===== config.mk =====
export PLATFORM = sky130hd
export DESIGN_NAME = p0sm_ctrl
export DESIGN_NICKNAME = d
export VERILOG_FILES = /design/src/hw/rtl/p0sm_pkg.sv /design/src/hw/rtl/p0sm_ctrl.sv
export SDC_FILE = /design/constraint.sdc
export NUM_CORES = 1
export LEC_CHECK = 0
export ABC_AREA = 1
export ABC_CLOCK_PERIOD_IN_PS = 1150
export BUFFER_PORTS_ARGS = -buffer_cell sky130_fd_sc_hd__buf_2
export CORE_MARGIN = 2
export CORE_UTILIZATION = 33
export CTS_BUF_LIST = sky130_fd_sc_hd__clkbuf_16
export DETAILED_ROUTE_END_ITERATION = 7
export HOLD_SLACK_MARGIN = 0.03
export PLACE_DENSITY = 0.69
export SLEW_MARGIN = 25
export SYNTH_ARGS = -nofsm -noshare
export SYNTH_HDL_FRONTEND = slang
export SYNTH_SLANG_ARGS = --single-unit

===== constraint.sdc =====
create_clock -name clk -period 1.15 [get_ports clk]
set_input_delay 0.0575 -clock clk [delete_from_list [all_inputs] [get_ports clk]]
set_output_delay 0.0575 -clock clk [all_outputs]
set_load 0.1 [all_outputs]

===== src/hw/rtl/p0sm_pkg.sv =====
// Shared types and constants of the PL/0 p-code stack machine core.
// Used by the controller, the datapath, the top level and the testbench scoreboard.
// No dependencies.
package p0sm_pkg;

	localparam int STACK_DEPTH_DEF = 1024;
	localparam int LEVELS_DEF      = 8;
	localparam int CODE_DEPTH_DEF  = 1024;

	localparam int FUNC_W  = 4;
	localparam int ALU_W   = 4;
	localparam int LVL_W   = 3;
	localparam int WORD_W  = 32;
	localparam int ERR_W   = 2;
	localparam int LIMIT_W = 11;
	localparam logic [LIMIT_W-1:0] LIMIT_RST = 11'd1004;

	// opcodes
	localparam logic [FUNC_W-1:0] F_LIT = 4'd0;
	localparam logic [FUNC_W-1:0] F_OPR = 4'd1;
	localparam logic [FUNC_W-1:0] F_LOD = 4'd2;
	localparam logic [FUNC_W-1:0] F_STO = 4'd3;
	localparam logic [FUNC_W-1:0] F_CAL = 4'd4;
	localparam logic [FUNC_W-1:0] F_RET = 4'd5;
	localparam logic [FUNC_W-1:0] F_ICT = 4'd6;
	localparam logic [FUNC_W-1:0] F_JMP = 4'd7;
	localparam logic [FUNC_W-1:0] F_JPC = 4'd8;

	// opr operations
	localparam logic [ALU_W-1:0] A_NEG  = 4'd0;
	localparam logic [ALU_W-1:0] A_ADD  = 4'd1;
	localparam logic [ALU_W-1:0] A_SUB  = 4'd2;
	localparam logic [ALU_W-1:0] A_MUL  = 4'd3;
	localparam logic [ALU_W-1:0] A_DIV  = 4'd4;
	localparam logic [ALU_W-1:0] A_ODD  = 4'd5;
	localparam logic [ALU_W-1:0] A_EQ   = 4'd6;
	localparam logic [ALU_W-1:0] A_LS   = 4'd7;
	localparam logic [ALU_W-1:0] A_GR   = 4'd8;
	localparam logic [ALU_W-1:0] A_NEQ  = 4'd9;
	localparam logic [ALU_W-1:0] A_LSEQ = 4'd10;
	localparam logic [ALU_W-1:0] A_GREQ = 4'd11;
	localparam logic [ALU_W-1:0] A_WRT  = 4'd12;
	localparam logic [ALU_W-1:0] A_WRL  = 4'd13;

	// error codes
	localparam logic [ERR_W-1:0] E_NONE = 2'd0;
	localparam logic [ERR_W-1:0] E_OVF  = 2'd1;
	localparam logic [ERR_W-1:0] E_DIV0 = 2'd2;
	localparam logic [ERR_W-1:0] E_ADDR = 2'd3;

	typedef enum logic [2:0] {
		AS_TOP, AS_TOPM1, AS_TOPP1, AS_FRAME, AS_BASE, AS_BASEP1
	} asel_t;

	typedef enum logic [2:0] {
		WS_OPND, WS_RD, WS_X, WS_DISP, WS_LINK, WS_ALU, WS_QUO
	} wsel_t;

	typedef enum logic [2:0] {
		TO_HOLD, TO_INC, TO_DEC, TO_RET, TO_ICT
	} top_op_t;

	typedef enum logic {
		CM_OPND, CM_RD
	} cmod_src_t;

	typedef struct packed {
		logic      capture;
		logic      rd;
		logic      wr;
		asel_t     asel;
		wsel_t     wsel;
		top_op_t   top_op;
		logic      lat_x;
		logic      lat_b;
		logic      lat_base;
		logic      lat_print;
		logic      set_nl;
		logic      alu_exec;
		logic      div_start;
		cmod_src_t cmod_src;
		logic      set_disp_cal;
		logic      set_disp_ret;
		logic      ld_next;
		logic      next_if_zero;
		logic      load_out;
	} p0sm_cmd_t;

	typedef struct packed {
		logic [FUNC_W-1:0] func;
		logic [ALU_W-1:0]  alu_op;
		logic              b_zero;
		logic              div_done;
		logic              out_free;
	} p0sm_stat_t;

endpackage


===== src/hw/rtl/p0sm_ctrl.sv =====
// Sequencer of the stack machine: walks each instruction through its steps.
// Depends on p0sm_pkg.
module p0sm_ctrl (
	input  logic                clk,
	input  logic                arst_n,
	input  logic                in_valid,
	output logic                in_ready,
	input  p0sm_pkg::p0sm_stat_t st,
	output p0sm_pkg::p0sm_cmd_t  cmd
);
	import p0sm_pkg::*;

	typedef enum logic [4:0] {
		S_IDLE, S_DEC, S_LOD2, S_STO2, S_CAL2, S_CAL3, S_JWAIT, S_JPC2, S_JLOAD,
		S_RET2, S_RET3, S_RET4, S_RET5, S_RET6, S_BIN2, S_ALU, S_WRB, S_DIVW,
		S_WRT2, S_FIN
	} state_t;

	state_t state_q, state_n;

	assign in_ready = (state_q == S_IDLE);

	always_comb begin
		cmd     = '0;
		state_n = state_q;
		unique case (state_q)
			S_IDLE: begin
				if (in_valid) begin
					cmd.capture = 1'b1;
					state_n     = S_DEC;
				end
			end
			S_DEC: begin
				state_n = S_FIN;
				unique case (st.func)
					F_LIT: begin
						cmd.wr = 1'b1; cmd.asel = AS_TOP; cmd.wsel = WS_OPND;
						cmd.top_op = TO_INC;
					end
					F_LOD: begin
						cmd.rd = 1'b1; cmd.asel = AS_FRAME; state_n = S_LOD2;
					end
					F_STO: begin
						cmd.rd = 1'b1; cmd.asel = AS_TOPM1; cmd.top_op = TO_DEC;
						state_n = S_STO2;
					end
					F_CAL: begin
						cmd.wr = 1'b1; cmd.asel = AS_TOP; cmd.wsel = WS_DISP;
						state_n = S_CAL2;
					end
					F_RET: begin
						cmd.rd = 1'b1; cmd.asel = AS_TOPM1; cmd.top_op = TO_DEC;
						cmd.lat_base = 1'b1; state_n = S_RET2;
					end
					F_ICT: cmd.top_op = TO_ICT;
					F_JMP: state_n = S_JWAIT;
					F_JPC: begin
						cmd.rd = 1'b1; cmd.asel = AS_TOPM1; cmd.top_op = TO_DEC;
						state_n = S_JPC2;
					end
					F_OPR: begin
						unique case (st.alu_op) inside
							A_NEG, A_ODD: begin
								cmd.rd = 1'b1; cmd.asel = AS_TOPM1; state_n = S_ALU;
							end
							A_WRT: begin
								cmd.rd = 1'b1; cmd.asel = AS_TOPM1; cmd.top_op = TO_DEC;
								state_n = S_WRT2;
							end
							A_WRL: cmd.set_nl = 1'b1;
							A_ADD, A_SUB, A_MUL, A_DIV, A_EQ, A_LS, A_GR, A_NEQ,
							A_LSEQ, A_GREQ: begin
								cmd.rd = 1'b1; cmd.asel = AS_TOPM1; cmd.top_op = TO_DEC;
								state_n = S_BIN2;
							end
							default: state_n = S_FIN;
						endcase
					end
					default: state_n = S_FIN;
				endcase
			end
			S_LOD2: begin
				cmd.wr = 1'b1; cmd.asel = AS_TOP; cmd.wsel = WS_RD; cmd.top_op = TO_INC;
				state_n = S_FIN;
			end
			S_STO2: begin
				cmd.wr = 1'b1; cmd.asel = AS_FRAME; cmd.wsel = WS_RD;
				state_n = S_FIN;
			end
			S_CAL2: begin
				cmd.wr = 1'b1; cmd.asel = AS_TOPP1; cmd.wsel = WS_LINK;
				cmd.set_disp_cal = 1'b1;
				state_n = S_CAL3;
			end
			S_CAL3: begin
				cmd.ld_next = 1'b1;
				state_n     = S_FIN;
			end
			S_JWAIT: state_n = S_JLOAD;
			S_JPC2: begin
				cmd.lat_x = 1'b1;
				state_n   = S_JLOAD;
			end
			S_JLOAD: begin
				cmd.ld_next      = 1'b1;
				cmd.next_if_zero = (st.func == F_JPC);
				state_n          = S_FIN;
			end
			S_RET2: begin
				cmd.lat_x = 1'b1; cmd.rd = 1'b1; cmd.asel = AS_BASE;
				state_n = S_RET3;
			end
			S_RET3: begin
				cmd.rd = 1'b1; cmd.asel = AS_BASEP1;
				state_n = S_RET4;
			end
			S_RET4: begin
				cmd.cmod_src = CM_RD; cmd.top_op = TO_RET;
				state_n = S_RET5;
			end
			S_RET5: begin
				cmd.set_disp_ret = 1'b1;
				cmd.wr = 1'b1; cmd.asel = AS_TOP; cmd.wsel = WS_X; cmd.top_op = TO_INC;
				state_n = S_RET6;
			end
			S_RET6: begin
				cmd.ld_next = 1'b1;
				state_n     = S_FIN;
			end
			S_BIN2: begin
				cmd.lat_b = 1'b1; cmd.rd = 1'b1; cmd.asel = AS_TOPM1;
				state_n = S_ALU;
			end
			S_ALU: begin
				cmd.alu_exec = 1'b1; cmd.lat_x = 1'b1;
				state_n = S_WRB;
			end
			S_WRB: begin
				if (st.alu_op == A_DIV && !st.b_zero) begin
					cmd.div_start = 1'b1;
					state_n       = S_DIVW;
				end else begin
					cmd.wr = 1'b1; cmd.asel = AS_TOPM1; cmd.wsel = WS_ALU;
					state_n = S_FIN;
				end
			end
			S_DIVW: begin
				if (st.div_done) begin
					cmd.wr = 1'b1; cmd.asel = AS_TOPM1; cmd.wsel = WS_QUO;
					state_n = S_FIN;
				end
			end
			S_WRT2: begin
				cmd.lat_print = 1'b1;
				state_n       = S_FIN;
			end
			S_FIN: begin
				if (st.out_free) begin
					cmd.load_out = 1'b1;
					state_n      = S_IDLE;
				end
			end
			default: state_n = S_IDLE;
		endcase
	end

	always_ff @(posedge clk or negedge arst_n) begin
		if (!arst_n) begin
			state_q <= S_IDLE;
		end else begin
			state_q <= state_n;
		end
	end

endmodule


==> results of run 1 <==
## logic make-up after synthesis
family	after synthesis	share of synthesized area [%]
AO/OA/AOI/OAI	19	13.6
AND/OR/NAND/NOR	110	55.6
buffers and inverters	37	16.7
flip-flops	5	14.0
## cell usage after synthesis (2+ instances only)
cell,number
dfrtp_1,5
nand3b_1,2
a21oi_1,3
nor2_4,2
nor2_2,3
o22ai_1,2
nand2_1,42
nor2_1,35
o21ai_0,4
a31oi_1,2
inv_1,33
o31ai_1,2
buf_4,2
nand4_1,4
nand3_1,17
## per-stage QoR
stage	setup slack, ps	setup TNS (ps)	util, %	hold slack (ps)
after floorplan	-957	-14060	-	-238
after global placement	-298	-6660	85.8	-127
after detailed placement	-391	-8580	85.8	-116
==> results.toml, run 1 <==
[placed_design]
dp_cells = 291
placed_area_um2 = 2160
port_buffers = 39
hpwl_mm = 3.67
place.gp.congestion = 0.984

[floorplanning]
initial_utilization_pct = 35.3
ios = 40
die_height_um = 56.0
rows = 18
fp.dieW_um = 56.0

[clock_tree]
cts_setup_buffers = 12
cts_root_buffer = "clkbuf_16"
cts_resized = 44
postCtsHoldBufs = 1
cts-htree-levels = 1
clock_sinks = 5
clock_path_buffers = 2
cts_made_buffers = 3

[outcome]
outcome = "did not finish"
error = "[ERROR DPL-0033] detailed placement checks failed during check placement."
stop_stage = "clock tree synthesis (4_1_cts)"

[synth]
synthTopCellsByArea = "nand2_1 18%, nor2_1 15%, dfrtp_1 14%, inv_1 14%, nand3_1 9.6%"
synth_top_cell_by_area = "nand2_1"
synth_cells = 171
synth-warning-count = 0
synth.distinct_cells = 28
synthArstFlopShare_pct = 100
synth.avg_cell_area_um2 = 5.21
syn-num-nets = 185
netlist.area_leader.share_pct = 17.7
synth_area_um2 = 891
synth_edf_count = 0
synthFlopType = "dfrtp_1"
yosysSeqAreaShare_pct = 14.0
ys_ff_latch = 5
==> run 2: changes to the inputs <==
--- a/config.mk
+++ b/config.mk
@@ -6,14 +6,12 @@
 export NUM_CORES = 1
 export LEC_CHECK = 0
 export ABC_AREA = 1
-export ABC_CLOCK_PERIOD_IN_PS = 1150
+export ABC_CLOCK_PERIOD_IN_PS = 1500
 export BUFFER_PORTS_ARGS = -buffer_cell sky130_fd_sc_hd__buf_2
 export CORE_MARGIN = 2
-export CORE_UTILIZATION = 33
-export CTS_BUF_LIST = sky130_fd_sc_hd__clkbuf_16
+export CORE_UTILIZATION = 20
 export DETAILED_ROUTE_END_ITERATION = 7
-export HOLD_SLACK_MARGIN = 0.03
-export PLACE_DENSITY = 0.69
+export PLACE_DENSITY_LB_ADDON = 0.15
 export SLEW_MARGIN = 25
 export SYNTH_ARGS = -nofsm -noshare
 export SYNTH_HDL_FRONTEND = slang
==> constraint.sdc (replaced) <==
create_clock -name clk -period 1.5 [get_ports clk]
set_input_delay 0.075 -clock clk [delete_from_list [all_inputs] [get_ports clk]]
set_output_delay 0.075 -clock clk [all_outputs]
set_load 0.1 [all_outputs]
==> results.toml, run 2 <==
[route]
drt_first_pass_iters = 4
drt_iter0_markers = 37
drc = 0
wl_met2_mm = 2.38
wl_met1_mm = 1.65
ant_nets = 0
wl_per_cell_um = 13.3
met3WireLength_um = 182
viasPerCell = 4.54
wirelength_mm = 4.27
highest_layer = "met4"
vias = 1452

[placed_design]
pre_cts_slack_ps = -81.0
place.gp.congestion = 0.855
port_buffers = 39
hpwl_mm = 3.10

[grt]
antenna_found_initial = 0
grt_pass1_wl_mm = 6.75
grt_pass1_vias = 1507
grt-ovfl-total = 0
grtUsageTotal_pct = 16.4
grt_max_degree = 9

[sta]
finalHoldViolCount = 0
timing.final.ws_setup_ps = -254
worst_slew_pin_slew_ps = 465
max_freq_ghz = 0.570
min_period_ps = 1750
holdWs_ps = 198
maxSlewViolCount = 0
final-setup-viol-count = 28
skew_ps = 4.47
max-slew-margin-rel_pct = 68.8
setup_tns_ps = -3950
fin_crit_sh_pct = 117
rsz0062_at_grt = "yes"

[synth]
synth-xor-area-share_pct = 0
synthArstFlopShare_pct = 100
synthMuxAreaShare_pct = 0
synth.distinct_cells = 28
synth.most_common_cell = "nand2_1"
synth_top_cell_by_area = "nand2_1"
synth_cells = 171
netlist.area_leader.share_pct = 17.7
synthAdderAreaFrac_pct = 0
ys_ff_latch = 5
syn-num-nets = 185
synth_area_um2 = 891
synth-warning-count = 0
synth_top_family_by_area = "simple AND/OR/NAND/NOR gates"
synth-simple-area-share_pct = 55.6
yosys-top-cells-count = "42 x nand2_1, 35 x nor2_1, 33 x inv_1"
synth.avg_cell_area_um2 = 5.21
synthTopCellsByArea = "nand2_1 18%, nor2_1 15%, dfrtp_1 14%, inv_1 14%, nand3_1 9.6%"
yosysSeqAreaShare_pct = 14.0
synth-compound-area-share_pct = 13.6
synthFlopType = "dfrtp_1"
synth_edf_count = 0

[clock_tree]
cts_root_buffer = "clkbuf_8"
clk_pin_slew_worst_paths_ps = 40
cts_made_buffers = 3
clock_path_buffers = 2
cts_tree = "built"
cts-htree-levels = 1
clock_sinks = 5
worstSkewPairLatency_ps = 220

[floorplanning]
fp.dieW_um = 70.7
rows = 24
ios = 40
fp.coreArea_um2 = 4320
initial_utilization_pct = 20.6
dieArea_um2 = 5000
die_height_um = 70.7

[outcome]
failed_checks = "negative setup slack"
outcome = "complete, but fails checks"

[critical_path]
arrival_ps = 1680
worstSetupEndpointType = "output port"
crit_type = "reg -> out"
required_ps = 1420
start_kind = "register"
critPathMaxFanout = 4

[power_and_ir_drop]
p_leak_nw = 1.17
power_w = 0.00576
vdd_drop_max_mv = 1.25
power_density_nw_per_um2 = 2260

[final_layout]
drive_gt1_share_pct = 64.2
final_cell_mix = "34 x buf_4, 29 x nand2_1, 27 x buf_12"
largest_register = "state_q"
antenna_cells = 0
largest_register_ffs = 5
area_growth_syn_to_layout_pct = 186
reg_top3 = "state_q (5)"
final_common_cell = "buf_4"
nets = 283

[hold_path]
hold_class = "in -> async"

[job]
cap_violations = 0
## run 2: cell counts after synthesis
Identical to the previous run, type by type.
## run 2: timing repair
action	4_1_cts	5_1_grt
cloned	0	0
gates resized for setup	40	43
pin swaps	19	24
setup buffers	13	8
hold buffers	1	0
hold endpoints to repair	5	0
endpoints found under the setup margin	26	31
## run 2: worst max-delay path: stages (launching register included)
cell	delay, ps
dfrtp_2	450
nand2_2	100
inv_2	50
buf_4	130
nand4_1	140
o21a_4	210
nand4_1	160
buf_12	210
## run 2: per-stage QoR
| step | area, µm² | instances | utilization [%] |
|---|---|---|---|
| 2_1_floorplan | 1140 | 171 | - |
| 3_3_place_gp | 2050 | 297 | 47.5 |
| 3_5_place_dp | 2050 | 297 | 47.5 |
| 4_1_cts | 2350 | 315 | 54.3 |
| 5_1_grt | 2550 | 320 | 58.9 |
| 6_report | 2550 | 320 | 58.9 |
## run 2: layout make-up
class	count	area [µm²]
fill	380	1780
inverter	35	156
timing repair buffer	95	1100
multi-input combinational	129	1060
tap	52	65.1
clock buffer	4	45.0
sequential	5	128
## run 2: final timing paths
| check | start | end | slack (ps) | cells after the start |
|---|---|---|---|---|
| min | arst_n | state_q[4] | 200 | 2 |
| max in group asynchronous | arst_n | state_q[0] | 1150 | 2 |
| max reg2reg | state_q[2] | state_q[4] | -90 | 11 |
| max | state_q[0] | cmd[22] | -250 | 7 |
| min reg2reg | state_q[4] | state_q[3] | 760 | 3 |
| min in group clk | st[0] | state_q[1] | 250 | 5 |
## run 2: kinds of logic (layout without fill, tap and decap cells)
logic type             Yosys count  after routing
and+or+nand+nor                110            110
buffers and inverters           37            134
AOI/OAI and AO/OA               19             19
DFF                              5              5
## run 2: report_power, final
group / internal [W] / total, W / switching [W]
sequential: 0.000204 / 0.000279 / 0.0000752
combinational: 0.00211 / 0.00523 / 0.00312
clock: 0.000183 / 0.000252 / 0.0000696
## run 2: per-layer routing
metal / global-route usage (%) / vias to the layer above
li1: - / 743
met1: 20.4 / 665
met2: 30.1 / 38
met4: 4.82 / 0
met5: 0 / -
met3: 0.997 / 6
No activity file was read; power rests on OpenSTA's default activity.
==> run 3: changes to the inputs <==
--- a/config.mk
+++ b/config.mk
@@ -7,11 +7,12 @@
 export LEC_CHECK = 0
 export ABC_AREA = 1
 export ABC_CLOCK_PERIOD_IN_PS = 1500
-export BUFFER_PORTS_ARGS = -buffer_cell sky130_fd_sc_hd__buf_2
+export BUFFER_PORTS_ARGS = -buffer_cell sky130_fd_sc_hd__buf_4
 export CORE_MARGIN = 2
 export CORE_UTILIZATION = 20
 export DETAILED_ROUTE_END_ITERATION = 7
 export PLACE_DENSITY_LB_ADDON = 0.15
+export SETUP_SLACK_MARGIN = 0.05
 export SLEW_MARGIN = 25
 export SYNTH_ARGS = -nofsm -noshare
 export SYNTH_HDL_FRONTEND = slang
==> results.toml, run 3 (synthesized netlist as in run 2, its figures left out) <==
[outcome]
outcome = "complete, but fails checks"
failed_checks = "negative setup slack"

[critical_path]
cpPeakStageDelay_ps = 440
required_ps = 1420
reg2reg_depth = 13
cp_slowest_cell = "dfrtp_2"
r2r_end = "state_q[4]"
r2r_slack_ps = -170
worstPathCellList = "buf_6, nor2_4, buf_6, nand2_8, nor2_4, nand3b_1, buf_12"
crit_type = "reg -> out"
rr_startpoint = "state_q[3]"
worstSetupEndpointType = "output port"
arrival_ps = 1700
start_kind = "register"
critPathMaxFanout = 4

[clock_tree]
cts-htree-levels = 1
clk_pin_slew_worst_paths_ps = 30
worstSkewPairLatency_ps = 220
clock_path_buffers = 2
cts_root_buffer = "clkbuf_8"
cts_made_buffers = 3
clock_sinks = 5
cts_tree = "built"

[final_layout]
largest_register = "state_q"
drive_gt1_share_pct = 64.2
largest_register_ffs = 5
reg_top3 = "state_q (5)"
fin_area_um2 = 2700
post-route-util_pct = 62.4
final_common_cell = "buf_4"
nets = 297
antenna_cells = 0
area_growth_syn_to_layout_pct = 203
final_cell_mix = "59 x buf_4, 32 x nand2_1, 24 x buf_12"

[floorplanning]
rows = 24
dieArea_um2 = 5000
initial_utilization_pct = 20.6
fp.dieW_um = 70.7
ios = 40
die_height_um = 70.7
fp.coreArea_um2 = 4320

[power_and_ir_drop]
power_density_nw_per_um2 = 2120
vdd_drop_max_mv = 1.44
power_w = 0.00573
p_leak_nw = 1.24

[route]
wl_per_cell_um = 12.9
viasPerCell = 4.50
drt_iter0_markers = 21
drt_first_pass_iters = 4
ant_nets = 0
wirelength_mm = 4.31
vias = 1502
drc = 0

[sta]
timing.final.ws_setup_ps = -271
skew_ps = 7.90
final-setup-viol-count = 28
worst_slew_pin_slew_ps = 357
fin_crit_sh_pct = 118
finalHoldViolCount = 0
rsz0062_at_grt = "yes"
max_freq_ghz = 0.565
setup_tns_ps = -4120
min_period_ps = 1770
max-slew-margin-rel_pct = 76.1
maxSlewViolCount = 0

[grt]
antenna_found_initial = 0
grt_pass1_wl_mm = 6.75
grtUsageTotal_pct = 16.7
grt_max_degree = 9
grt_pass1_vias = 1471
grt-ovfl-total = 0

[hold_path]
hp-start = "st[0]"
whs_path_depth = 4
hold_class = "in -> reg"
worstHoldEndpoint = "state_q[1]"

[placed_design]
port_buffers = 39
placed_area_um2 = 1880
pre_cts_slack_ps = -211
hpwl_mm = 3.27
place.gp.congestion = 0.814

[job]
cap_violations = 0
==> run 3: worst max-delay path, delay by kind of cell (launching register included) <==
kind	cells	cell delay [ps]
buf+inv	3	470
flops	1	440
simple gates	4	570
==> run 3: power breakdown <==
group	switching, W	internal, W	total [W]
Combinational	0.00305	0.00214	0.00519
Sequential	0.0000814	0.000205	0.000287
Clock	0.0000660	0.000182	0.000248
==> run 3: worst max-delay path by stage <==
stage | from | endpoint | cells past startpoint
after global placement | st[8] | cmd[19] | 9
after floorplan | state_q[0] | cmd[17] | 5
after detailed placement | st[8] | cmd[19] | 9
after CTS | state_q[3] | cmd[22] | 7
final | state_q[1] | cmd[17] | 7
after global routing | state_q[2] | cmd[8] | 7
==> run 3: layout make-up <==
| type | count | area, µm² |
|---|---|---|
| flip-flops and latches | 5 | 129 |
| repair buffers | 109 | 1220 |
| inverters | 35 | 151 |
| multi-input cells | 129 | 1080 |
| well taps | 52 | 65.1 |
| clock buffers | 4 | 45.0 |
| fillers | 364 | 1630 |
==> run 3: repair_timing <==
action | in CTS | in global routing
endpoints found under the hold margin | 5 | 0
pin swaps | 17 | 18
hold buffers | 1 | 0
gates resized for setup | 117 | 37
buffers inserted | 8 | 10
setup endpoints to repair | 30 | 31
==> run 3: routing by layer <==
metal,GRT usage (%),up-vias,wire (µm)
li1,-,779,-
met1,19.9,684,1710
met2,32.5,33,2380
met3,2.14,6,149
met4,1.68,0,59
met5,0,-,0
==> run 3: through the flow <==
step | hold slack (ps) | std cells
2_1_floorplan | -221 | 171
3_3_place_gp | -122 | 312
3_5_place_dp | -121 | 312
4_1_cts | 117 | 325
5_1_grt | 120 | 334
6_report | 116 | 334
